$ cat config.mk
export PLATFORM = sky130hd
export DESIGN_NAME = segmented_transfer_reassembler
export DESIGN_NICKNAME = d
export VERILOG_FILES = /design/src/rtl/stra_pkg.sv /design/src/rtl/segmented_transfer_reassembler.sv /design/src/rtl/stra_front.sv /design/src/rtl/stra_fifo.sv /design/src/rtl/stra_back.sv
export VERILOG_INCLUDE_DIRS = /design/src /design/src/rtl
export SDC_FILE = /design/constraint.sdc
export NUM_CORES = 1
export LEC_CHECK = 0
export BUFFER_PORTS_ARGS = -buffer_cell sky130_fd_sc_hd__buf_2
export CAP_MARGIN = 10
export CORE_MARGIN = 2
export CORE_UTILIZATION = 58
export CTS_BUF_LIST = sky130_fd_sc_hd__clkbuf_16
export DETAILED_ROUTE_END_ITERATION = 12
export GPL_TIMING_DRIVEN = 0
export PLACE_DENSITY_LB_ADDON = 0.2
export SLEW_MARGIN = 0
export SYNTH_ARGS = -nofsm -noshare
export SYNTH_HDL_FRONTEND = slang
export SYNTH_SLANG_ARGS = --single-unit
$ cat constraint.sdc
create_clock -name i_clk -period 5.9 [get_ports i_clk]
set_clock_uncertainty 0.1 [all_clocks]
set_input_delay 0.885 -clock i_clk [delete_from_list [all_inputs] [get_ports i_clk]]
set_output_delay 0.885 -clock i_clk [all_outputs]
set_load 0.02 [all_outputs]
$ cat src/rtl/segmented_transfer_reassembler_defines.svh
// Assertion macros shared by the reassembler RTL.
// No dependencies; included by the modules that carry assertions.
`ifndef SEGMENTED_TRANSFER_REASSEMBLER_DEFINES_SVH
`define SEGMENTED_TRANSFER_REASSEMBLER_DEFINES_SVH
`ifndef ASSERT_OFF
`define ASSERT_ALWAYS(label, clk, rst_n, prop) \
    label: assert property (@(posedge clk) disable iff (!rst_n) (prop)) \
        else $error("assertion failed");
`define ASSERT_NEVER(label, clk, rst_n, prop) \
    label: assert property (@(posedge clk) disable iff (!rst_n) !(prop)) \
        else $error("assertion failed");
`else
`define ASSERT_ALWAYS(label, clk, rst_n, prop)
`define ASSERT_NEVER(label, clk, rst_n, prop)
`endif
`endif

$ cat src/rtl/stra_pkg.sv
// Shared types and constants for the segmented transfer reassembler.
// No dependencies; imported by every module of the block.
`timescale 1ns / 1ps
package stra_pkg;
    localparam int BUFFER_DEPTH = 4096;
    localparam int CAP_W        = 13;
    localparam int ADDR_W       = 12;
    localparam int LEN_W        = 32;
    localparam int SEQ_W        = 9;
    localparam int SHIFT_W      = 3;
    localparam int FIFO_DEPTH   = 2;
    localparam int FIFO_PTR_W   = 1;
    localparam int FIFO_CNT_W   = 2;

    // Transfer status codes.
    localparam logic [1:0] ST_CLEAR   = 2'd0;
    localparam logic [1:0] ST_INTER   = 2'd1;
    localparam logic [1:0] ST_SUCCESS = 2'd2;
    localparam logic [1:0] ST_ERROR   = 2'd3;

    // Packet parsing states.
    localparam logic [1:0] PK_IGNORE  = 2'd0;
    localparam logic [1:0] PK_AWAIT   = 2'd1;
    localparam logic [1:0] PK_VARUINT = 2'd2;
    localparam logic [1:0] PK_DATA    = 2'd3;

    // Operation codes on the input channel.
    localparam logic OP_BYTE  = 1'b0;
    localparam logic OP_CLEAR = 1'b1;

    // Request classes produced by the front end.
    localparam logic [1:0] CMD_CLEAR = 2'd0;
    localparam logic [1:0] CMD_HEAD  = 2'd1;
    localparam logic [1:0] CMD_BODY  = 2'd2;

    localparam logic [SEQ_W-1:0]   SEQ_LIMIT   = 9'd256;
    localparam logic [SHIFT_W-1:0] SHIFT_LIMIT = 3'd5;
    localparam logic [CAP_W-1:0]   CAP_RESET   = 13'd4096;

    typedef struct packed {
        logic [1:0] kind;
        logic       last;
        logic       seq_zero;
        logic [7:0] data;
    } t_cmd;
endpackage

$ cat src/rtl/segmented_transfer_reassembler.sv
// Segmented transfer reassembler, top level.
// A result appears the cycle after its request leaves the queue and holds while stalled.
// Throughput: one request per cycle while the result register is not stalled.
// A two-entry queue lets the front keep accepting, until it fills, while the result register is stalled.
// Reset (synchronous, active low) clears the queue, status, length, offset and sequence;
// capacity returns to 4096.
`timescale 1ns / 1ps
module segmented_transfer_reassembler import stra_pkg::*; (
    input  logic              i_clk,
    input  logic              i_rst_n,
    input  logic              i_valid,
    output logic              o_stall,
    input  logic              i_operation,
    input  logic [7:0]        i_packet_byte,
    input  logic              i_first_of_packet,
    input  logic              i_last_of_packet,
    input  logic              i_cfg_wr_en,
    input  logic [CAP_W-1:0]  i_cfg_wr_data,
    output logic              o_valid,
    input  logic              i_stall,
    output logic              o_write_valid,
    output logic [ADDR_W-1:0] o_write_address,
    output logic [7:0]        o_write_byte,
    output logic [1:0]        o_status,
    output logic [CAP_W-1:0]  o_bytes_received
);
    logic push;
    logic pop;
    logic queue_full;
    logic queue_nonempty;
    t_cmd front_cmd;
    t_cmd queue_cmd;

    // Request intake and classification.
    stra_front u_front (
        .i_valid           (i_valid),
        .o_stall           (o_stall),
        .i_operation       (i_operation),
        .i_packet_byte     (i_packet_byte),
        .i_first_of_packet (i_first_of_packet),
        .i_last_of_packet  (i_last_of_packet),
        .i_queue_full      (queue_full),
        .o_push            (push),
        .o_cmd             (front_cmd)
    );

    // Queue between intake and execution.
    stra_fifo u_fifo (
        .i_clk      (i_clk),
        .i_rst_n    (i_rst_n),
        .i_push     (push),
        .i_cmd      (front_cmd),
        .o_full     (queue_full),
        .i_pop      (pop),
        .o_nonempty (queue_nonempty),
        .o_cmd      (queue_cmd)
    );

    // Reassembly execution and result register.
    stra_back u_back (
        .i_clk            (i_clk),
        .i_rst_n          (i_rst_n),
        .i_cfg_wr_en      (i_cfg_wr_en),
        .i_cfg_wr_data    (i_cfg_wr_data),
        .i_cmd_valid      (queue_nonempty),
        .i_cmd            (queue_cmd),
        .o_pop            (pop),
        .o_valid          (o_valid),
        .i_stall          (i_stall),
        .o_write_valid    (o_write_valid),
        .o_write_address  (o_write_address),
        .o_write_byte     (o_write_byte),
        .o_status         (o_status),
        .o_bytes_received (o_bytes_received)
    );
endmodule

$ cat src/rtl/stra_front.sv
// Front end: accepts input requests and classifies them into queue entries.
// Depends on stra_pkg.
`timescale 1ns / 1ps
module stra_front import stra_pkg::*; (
    input  logic       i_valid,
    output logic       o_stall,
    input  logic       i_operation,
    input  logic [7:0] i_packet_byte,
    input  logic       i_first_of_packet,
    input  logic       i_last_of_packet,
    input  logic       i_queue_full,
    output logic       o_push,
    output t_cmd       o_cmd
);
    // Hold off the source while the queue has no free entry.
    assign o_stall = i_queue_full;
    assign o_push  = i_valid && !i_queue_full;

    // Sort each request into clear, packet head or packet body.
    always_comb begin
        if (i_operation == OP_CLEAR) begin
            o_cmd.kind = CMD_CLEAR;
        end else if (i_first_of_packet) begin
            o_cmd.kind = CMD_HEAD;
        end else begin
            o_cmd.kind = CMD_BODY;
        end
        o_cmd.last     = i_last_of_packet;
        o_cmd.seq_zero = (i_packet_byte == 8'd0);
        o_cmd.data     = i_packet_byte;
    end
endmodule

$ cat src/rtl/stra_fifo.sv
// Two-entry request queue between the front end and the back end.
// Depends on stra_pkg and the assertion macro header.
`timescale 1ns / 1ps
`include "segmented_transfer_reassembler_defines.svh"
module stra_fifo import stra_pkg::*; (
    input  logic i_clk,
    input  logic i_rst_n,
    input  logic i_push,
    input  t_cmd i_cmd,
    output logic o_full,
    input  logic i_pop,
    output logic o_nonempty,
    output t_cmd o_cmd
);
    t_cmd                  r_mem [FIFO_DEPTH];
    logic [FIFO_PTR_W-1:0] r_wr_ptr, n_wr_ptr;
    logic [FIFO_PTR_W-1:0] r_rd_ptr, n_rd_ptr;
    logic [FIFO_CNT_W-1:0] r_count, n_count;

    assign o_full     = (r_count == FIFO_CNT_W'(FIFO_DEPTH));
    assign o_nonempty = (r_count != '0);
    assign o_cmd      = r_mem[r_rd_ptr];

    // Pointer and occupancy update.
    always_comb begin
        n_wr_ptr = i_push ? r_wr_ptr + 1'b1 : r_wr_ptr;
        n_rd_ptr = i_pop ? r_rd_ptr + 1'b1 : r_rd_ptr;
        n_count  = r_count;
        if (i_push && !i_pop) begin
            n_count = r_count + 1'b1;
        end else if (i_pop && !i_push) begin
            n_count = r_count - 1'b1;
        end
    end

    always_ff @(posedge i_clk) begin
        if (!i_rst_n) begin
            r_wr_ptr <= '0;
            r_rd_ptr <= '0;
            r_count  <= '0;
        end else begin
            r_wr_ptr <= n_wr_ptr;
            r_rd_ptr <= n_rd_ptr;
            r_count  <= n_count;
        end
    end

    // Entry storage needs no reset.
    always_ff @(posedge i_clk) begin
        if (i_push) begin
            r_mem[r_wr_ptr] <= i_cmd;
        end
    end

    `ASSERT_NEVER(a_no_overflow, i_clk, i_rst_n, r_count > FIFO_CNT_W'(FIFO_DEPTH))
    `ASSERT_NEVER(a_no_pop_empty, i_clk, i_rst_n, i_pop && (r_count == '0))
    `ASSERT_NEVER(a_no_push_full, i_clk, i_rst_n, i_push && o_full)
    `ASSERT_ALWAYS(a_ptr_track, i_clk, i_rst_n,
        (r_count == FIFO_CNT_W'(FIFO_DEPTH)) || (r_count == '0) ? (r_wr_ptr == r_rd_ptr)
                                                               : (r_wr_ptr != r_rd_ptr))
endmodule

$ cat src/rtl/stra_back.sv
// Back end: reassembly state, length decoding, buffer writes and result register.
// Depends on stra_pkg and the assertion macro header.
`timescale 1ns / 1ps
`include "segmented_transfer_reassembler_defines.svh"
module stra_back import stra_pkg::*; (
    input  logic              i_clk,
    input  logic              i_rst_n,
    input  logic              i_cfg_wr_en,
    input  logic [CAP_W-1:0]  i_cfg_wr_data,
    input  logic              i_cmd_valid,
    input  t_cmd              i_cmd,
    output logic              o_pop,
    output logic              o_valid,
    input  logic              i_stall,
    output logic              o_write_valid,
    output logic [ADDR_W-1:0] o_write_address,
    output logic [7:0]        o_write_byte,
    output logic [1:0]        o_status,
    output logic [CAP_W-1:0]  o_bytes_received
);
    logic [CAP_W-1:0]   r_cap;
    logic [1:0]         r_status, n_status;
    logic [LEN_W-1:0]   r_total, n_total;
    logic [CAP_W-1:0]   r_fill, n_fill;
    logic [SEQ_W-1:0]   r_seq, n_seq;
    logic [LEN_W-1:0]   r_acc, n_acc;
    logic [SHIFT_W-1:0] r_shift, n_shift;
    logic [1:0]         r_kind, n_kind;
    logic               r_out_valid;
    logic               r_wvalid;
    logic [ADDR_W-1:0]  r_waddr;
    logic [7:0]         r_wbyte;
    logic [1:0]         r_out_status;
    logic [CAP_W-1:0]   r_out_fill;

    logic [CAP_W-1:0]   cap;
    logic [LEN_W-1:0]   acc_base;
    logic [SHIFT_W-1:0] shift_base;
    logic [LEN_W-1:0]   part;
    logic               do_eop;
    logic               wvalid;

    // Take the next request whenever the result register is free or drains now.
    assign o_pop = i_cmd_valid && (!r_out_valid || !i_stall);

    // Capacity limited to the buffer depth.
    assign cap = (r_cap > CAP_W'(BUFFER_DEPTH)) ? CAP_W'(BUFFER_DEPTH) : r_cap;

    // Varuint base: a fresh start packet restarts the accumulator.
    assign acc_base   = (r_kind == PK_AWAIT) ? '0 : r_acc;
    assign shift_base = (r_kind == PK_AWAIT) ? '0 : r_shift;

    // Seven payload bits placed at the current group; bits above 31 drop.
    always_comb begin
        case (shift_base)
            3'd0:    part = {25'd0, i_cmd.data[6:0]};
            3'd1:    part = {18'd0, i_cmd.data[6:0], 7'd0};
            3'd2:    part = {11'd0, i_cmd.data[6:0], 14'd0};
            3'd3:    part = {4'd0, i_cmd.data[6:0], 21'd0};
            3'd4:    part = {i_cmd.data[3:0], 28'd0};
            default: part = '0;
        endcase
    end

    // Reassembly state update for one request.
    always_comb begin
        n_status = r_status;
        n_total  = r_total;
        n_fill   = r_fill;
        n_seq    = r_seq;
        n_acc    = r_acc;
        n_shift  = r_shift;
        n_kind   = r_kind;
        do_eop   = 1'b0;
        wvalid   = 1'b0;
        if (i_cmd.kind == CMD_CLEAR) begin
            n_status = ST_CLEAR;
            n_total  = '0;
            n_fill   = '0;
            n_seq    = '0;
            n_kind   = PK_IGNORE;
        end else if (i_cmd.kind == CMD_HEAD) begin
            if (i_cmd.seq_zero) begin
                if (r_seq != '0) begin
                    n_status = ST_ERROR;
                end
                if (i_cmd.last) begin
                    n_status = ST_ERROR;
                    n_kind   = PK_IGNORE;
                end else begin
                    n_kind = PK_AWAIT;
                end
            end else if ({1'b0, i_cmd.data} != r_seq) begin
                n_status = ST_ERROR;
                n_kind   = PK_IGNORE;
            end else begin
                n_kind = PK_DATA;
                do_eop = i_cmd.last;
            end
        end else if (r_kind == PK_AWAIT && i_cmd.last) begin
            n_status = ST_ERROR;
            n_kind   = PK_IGNORE;
        end else if (r_kind == PK_AWAIT || r_kind == PK_VARUINT) begin
            if (r_kind == PK_AWAIT) begin
                n_status = ST_INTER;
                n_seq    = '0;
                n_fill   = '0;
            end
            n_kind  = PK_VARUINT;
            n_acc   = acc_base;
            n_shift = shift_base;
            if (shift_base < SHIFT_LIMIT) begin
                n_acc   = acc_base | part;
                n_shift = shift_base + 1'b1;
            end
            if (!i_cmd.data[7]) begin
                n_total = n_acc;
                if (n_acc > LEN_W'(cap)) begin
                    n_status = ST_ERROR;
                    n_kind   = PK_IGNORE;
                end else begin
                    n_kind = PK_DATA;
                    do_eop = i_cmd.last;
                end
            end else if (i_cmd.last) begin
                n_total  = n_acc;
                n_status = ST_ERROR;
                n_kind   = PK_IGNORE;
            end
        end else if (r_kind == PK_DATA) begin
            if (LEN_W'(r_fill) < r_total) begin
                wvalid = 1'b1;
                n_fill = r_fill + 1'b1;
            end
            do_eop = i_cmd.last;
        end
        // End of packet: done once the fill reaches the decoded length, else expect the next one.
        if (do_eop) begin
            if (LEN_W'(n_fill) == n_total) begin
                n_status = ST_SUCCESS;
            end else if (n_seq < SEQ_LIMIT) begin
                n_seq = n_seq + 1'b1;
            end
            n_kind = PK_IGNORE;
        end
    end

    // Control state and the capacity register.
    always_ff @(posedge i_clk) begin
        if (!i_rst_n) begin
            r_cap       <= CAP_RESET;
            r_status    <= ST_CLEAR;
            r_total     <= '0;
            r_fill      <= '0;
            r_seq       <= '0;
            r_acc       <= '0;
            r_shift     <= '0;
            r_kind      <= PK_IGNORE;
            r_out_valid <= 1'b0;
        end else begin
            if (i_cfg_wr_en) begin
                r_cap <= i_cfg_wr_data;
            end
            if (o_pop) begin
                r_status <= n_status;
                r_total  <= n_total;
                r_fill   <= n_fill;
                r_seq    <= n_seq;
                r_acc    <= n_acc;
                r_shift  <= n_shift;
                r_kind   <= n_kind;
            end
            r_out_valid <= o_pop || (r_out_valid && i_stall);
        end
    end

    // Result register payload.
    always_ff @(posedge i_clk) begin
        if (o_pop) begin
            r_wvalid     <= wvalid;
            r_waddr      <= wvalid ? r_fill[ADDR_W-1:0] : '0;
            r_wbyte      <= wvalid ? i_cmd.data : 8'd0;
            r_out_status <= n_status;
            r_out_fill   <= n_fill;
        end
    end

    assign o_valid          = r_out_valid;
    assign o_write_valid    = r_wvalid;
    assign o_write_address  = r_waddr;
    assign o_write_byte     = r_wbyte;
    assign o_status         = r_out_status;
    assign o_bytes_received = r_out_fill;

    `ASSERT_ALWAYS(a_fill_within_total, i_clk, i_rst_n, LEN_W'(r_fill) <= r_total)
    `ASSERT_ALWAYS(a_seq_saturates, i_clk, i_rst_n, r_seq <= SEQ_LIMIT)
    `ASSERT_ALWAYS(a_shift_saturates, i_clk, i_rst_n, r_shift <= SHIFT_LIMIT)
    `ASSERT_ALWAYS(a_write_at_offset, i_clk, i_rst_n,
        (r_out_valid && r_wvalid) |-> (r_waddr == ADDR_W'(r_out_fill - 1'b1)))
endmodule
==> impl_metrics.ini <==
[synth]
synth-seq-cells = 172
synth_top_family_by_area = compound AO/OA/AOI/OAI gates
synth_xor_area_share_pct = 1.99
syn-num-nets = 1165
synth_compound_area_share_pct = 21.2
seq_area_frac_synth_pct = 41.8
synthArstFlopShare_pct = 0
syn-cell-area_um2 = 9680
yosysUniqueCellTypes = 91
synth.top_cell.area_share_pct = 23.2
synth.most_common_cell = nor2_1
synth_cells = 1101
syn-mean-instance-area_um2 = 8.79
ys_warn_count = 0
synth_mux_area_share_pct = 4.19
synth-edff-count = 60
synth_ff_type = dfxtp_1
ys_top_cells_by_area = dfxtp_1, edfxtp_1, nor2_1, ha_1, nand2_1
synthAdderAreaFrac_pct = 4.63
synthSimpleGateAreaFrac_pct = 20.2
ys_top_cells_by_count = nor2_1, dfxtp_1, nand2_1, a21oi_1
yosys.area.top_type = dfxtp_1

[timing]
period_share_pct = 91.7
setup_ws_ns = 0.492
relSlewSlack_pct = 29.8
hold_slack_ns = 0.354
tightest_slew_ns = 1.05
setup_viol = 0
maxSlewViolCount = 0
rsz0062_at_grt = no
fmax_mhz = 185
period_needed_ns = 5.41
tns_ns = 0
hold_viol = 0

[final_layout]
num_antenna_cells = 0
multi_input_area_um2 = 5070
final_util_pct = 66.1
drive_gt1_share_pct = 13.0
regArea_um2 = 4040
fillCellCount = 1419
area_delta_synth_final_pct = 12.5
nets = 1251

[cts]
htree_levels = 4
clock_path_buffers = 2
root_buffer = clkbuf_16
cts_buffers = 17
path_clk_slew_ns = 0.07
tritoncts = built
cts_sinks = 172
clk_latency_ns = 0.44

[global_route]
antenna_found_initial = 0
grt_max_degree = 42
grt_pass1_vias = 8423
grt_use_total_pct = 32.7
grt_first_pass_wirelength_um = 45000
overflow = 0

[placed_design]
post-place-ws_ns = 0.385
gp_congestion = 0.978
hpwl_um = 20900
io_buffers = 64

[setup_path]
arrival_ns = 5.62
endpoint_kind = flip-flop
crit_type = flip-flop to flip-flop
cp-start-kind = flip-flop
critical_path_required_ns = 6.12
critPathMaxFanout = 10

[route]
highest_layer = met4
wl_per_cell_um = 20.3
drt-met1-wl_um = 11800
met2_length_um = 13000
via_per_inst = 6.39
route.met3.wl_um = 2660
drc = 0
drt_iter0_drc = 1221
ant_nets = 0
vias = 9074
drtPass1Iterations = 5
wirelength_um = 28800

[die]
pin_count = 67
design.core.area_um2 = 16500
dieArea_um2 = 17700
num_rows = 47
dieHeight_um = 133
initial_utilization_pct = 58.8
die_w_um = 133

[power]
p_leak_nw = 4.13
ir_worst_vdd_mv = 0.251
p_per_area_nw_per_um2 = 405
total_power_mw = 4.41

[worst_hold_path]
holdCritPathClass = flip-flop to flip-flop

[job]
maxCapViolations = 0

[status]
outcome = finished clean
==> metal layers <==
| metal | global-route usage, % | vias to the layer above |
|---|---|---|
| met4 | 16.6 | 0 |
| met3 | 8.26 | 109 |
| met2 | 52.0 | 478 |
| met1 | 41.4 | 4286 |
| met5 | 0 | - |
| li1 | - | 4201 |
==> where the power goes <==
| part | switching (mW) | internal [mW] |
|---|---|---|
| registers | 0.0683 | 1.45 |
| logic | 1.27 | 0.539 |
| clock network | 0.528 | 0.555 |
| total | 1.86 | 2.54 |
==> registers in the layout, indices dropped and copies added, names as in the netlist, 2 cells and up, named ones only <==
register	flops
u_back.o_bytes_received	13
u_back.o_status	2
u_back.o_write_address	12
u_back.o_write_byte	8
u_back.r_acc	32
u_back.r_cap	13
u_back.r_fill	13
u_back.r_kind	2
u_back.r_seq	9
u_back.r_shift	3
u_back.r_status	2
u_back.r_total	32
u_fifo.r_count	2
u_fifo.r_mem	24
==> cell usage in the layout (no fill, tap or decap), types with 5 or more instances in the layout <==
cell type	netlist	layout
nor2_1	146	146
dfxtp_1	112	112
nand2_1	99	99
buf_2	5	70
a21oi_1	66	66
inv_1	60	60
edfxtp_1	60	60
clkbuf_1	57	56
o21ai_0	38	38
ha_1	35	35
a211oi_1	32	32
nand3_1	32	32
a22oi_1	31	31
o22ai_1	28	28
mux2i_1	27	27
nor3_1	20	20
and3_1	19	19
clkbuf_16	0	17
nor4_1	15	15
and2_1	15	15
xnor2_1	15	15
or3_1	9	9
nand4_1	9	9
a31oi_1	9	9
nor2b_1	9	9
nand2b_1	8	8
a311oi_1	8	8
buf_6	7	7
or4_1	7	7
xor2_1	7	7
o211ai_1	6	6
a21oi_2	5	5
==> stage by stage <==
| stage | std cells | instance area, um^2 |
|---|---|---|
| final | 1420 | 10900 |
| after global routing | 1420 | 10900 |
| after CTS | 1419 | 10900 |
| after detailed placement | 1387 | 10300 |
| after global placement | 1385 | 10300 |
| after floorplan | 1101 | 9680 |
==> critical path: stages, from the launching register on <==
cell and delay, ns:
dfxtp_1 0.38, inv_1 0.09, ha_1 0.31, inv_1 0.12, clkbuf_1 0.46, nand2_1 0.28
inv_1 0.15, ha_1 0.22, inv_1 0.08, o32ai_2 0.62, ha_1 0.29, nand2_1 0.06
nor2_1 0.16, nand2_1 0.08, or3_1 0.36, a21oi_1 0.33, a21oi_1 0.25, a31o_1 0.24
o22a_1 0.17, o21ai_2 0.11, buf_6 0.17, a211o_1 0.14, o211ai_2 0.09
==> layout make-up <==
type / instances / area share [%]
sequential: 172 / 37.1
buffer: 74 / 3.17
inverter: 62 / 2.16
tap: 220 / 2.53
clock buffer: 17 / 3.91
clock inverter: 15 / 1.26
timing repair buffer: 67 / 3.24
multi-input combinational: 793 / 46.6
==> logic make-up (layout without fill, tap and decap cells) <==
kind of cell | count (synthesis) | in the layout
adders and majority gates | 36 | 36
xor gates and xnor gates | 22 | 22
and+or+nand+nor | 409 | 409
buffers and inverters | 136 | 235
muxes | 36 | 36
AOI/OAI and AO/OA | 290 | 290
DFF | 172 | 172
==> worst paths after layout <==
check | slack (ns) | from | endpoint | depth (start not counted)
worst min-delay path | 0.35 | u_back.r_status[0] | u_back.r_status[0] | 2
worst max register to register | 0.49 | u_back.r_kind[1] | u_back.r_seq[5] | 22
worst min register to register | 0.35 | u_back.r_status[0] | u_back.r_status[0] | 2
worst max-delay path | 0.49 | u_back.r_kind[1] | u_back.r_seq[5] | 22
==> timing repair <==
item | 4_1_cts | 5_1_grt
hold buffers | 0 | 0
endpoints found under the setup margin | 0 | 9
resized for setup | 0 | 1
buffers inserted | 0 | 0
Note: power is estimated with default switching activity, not from simulation.
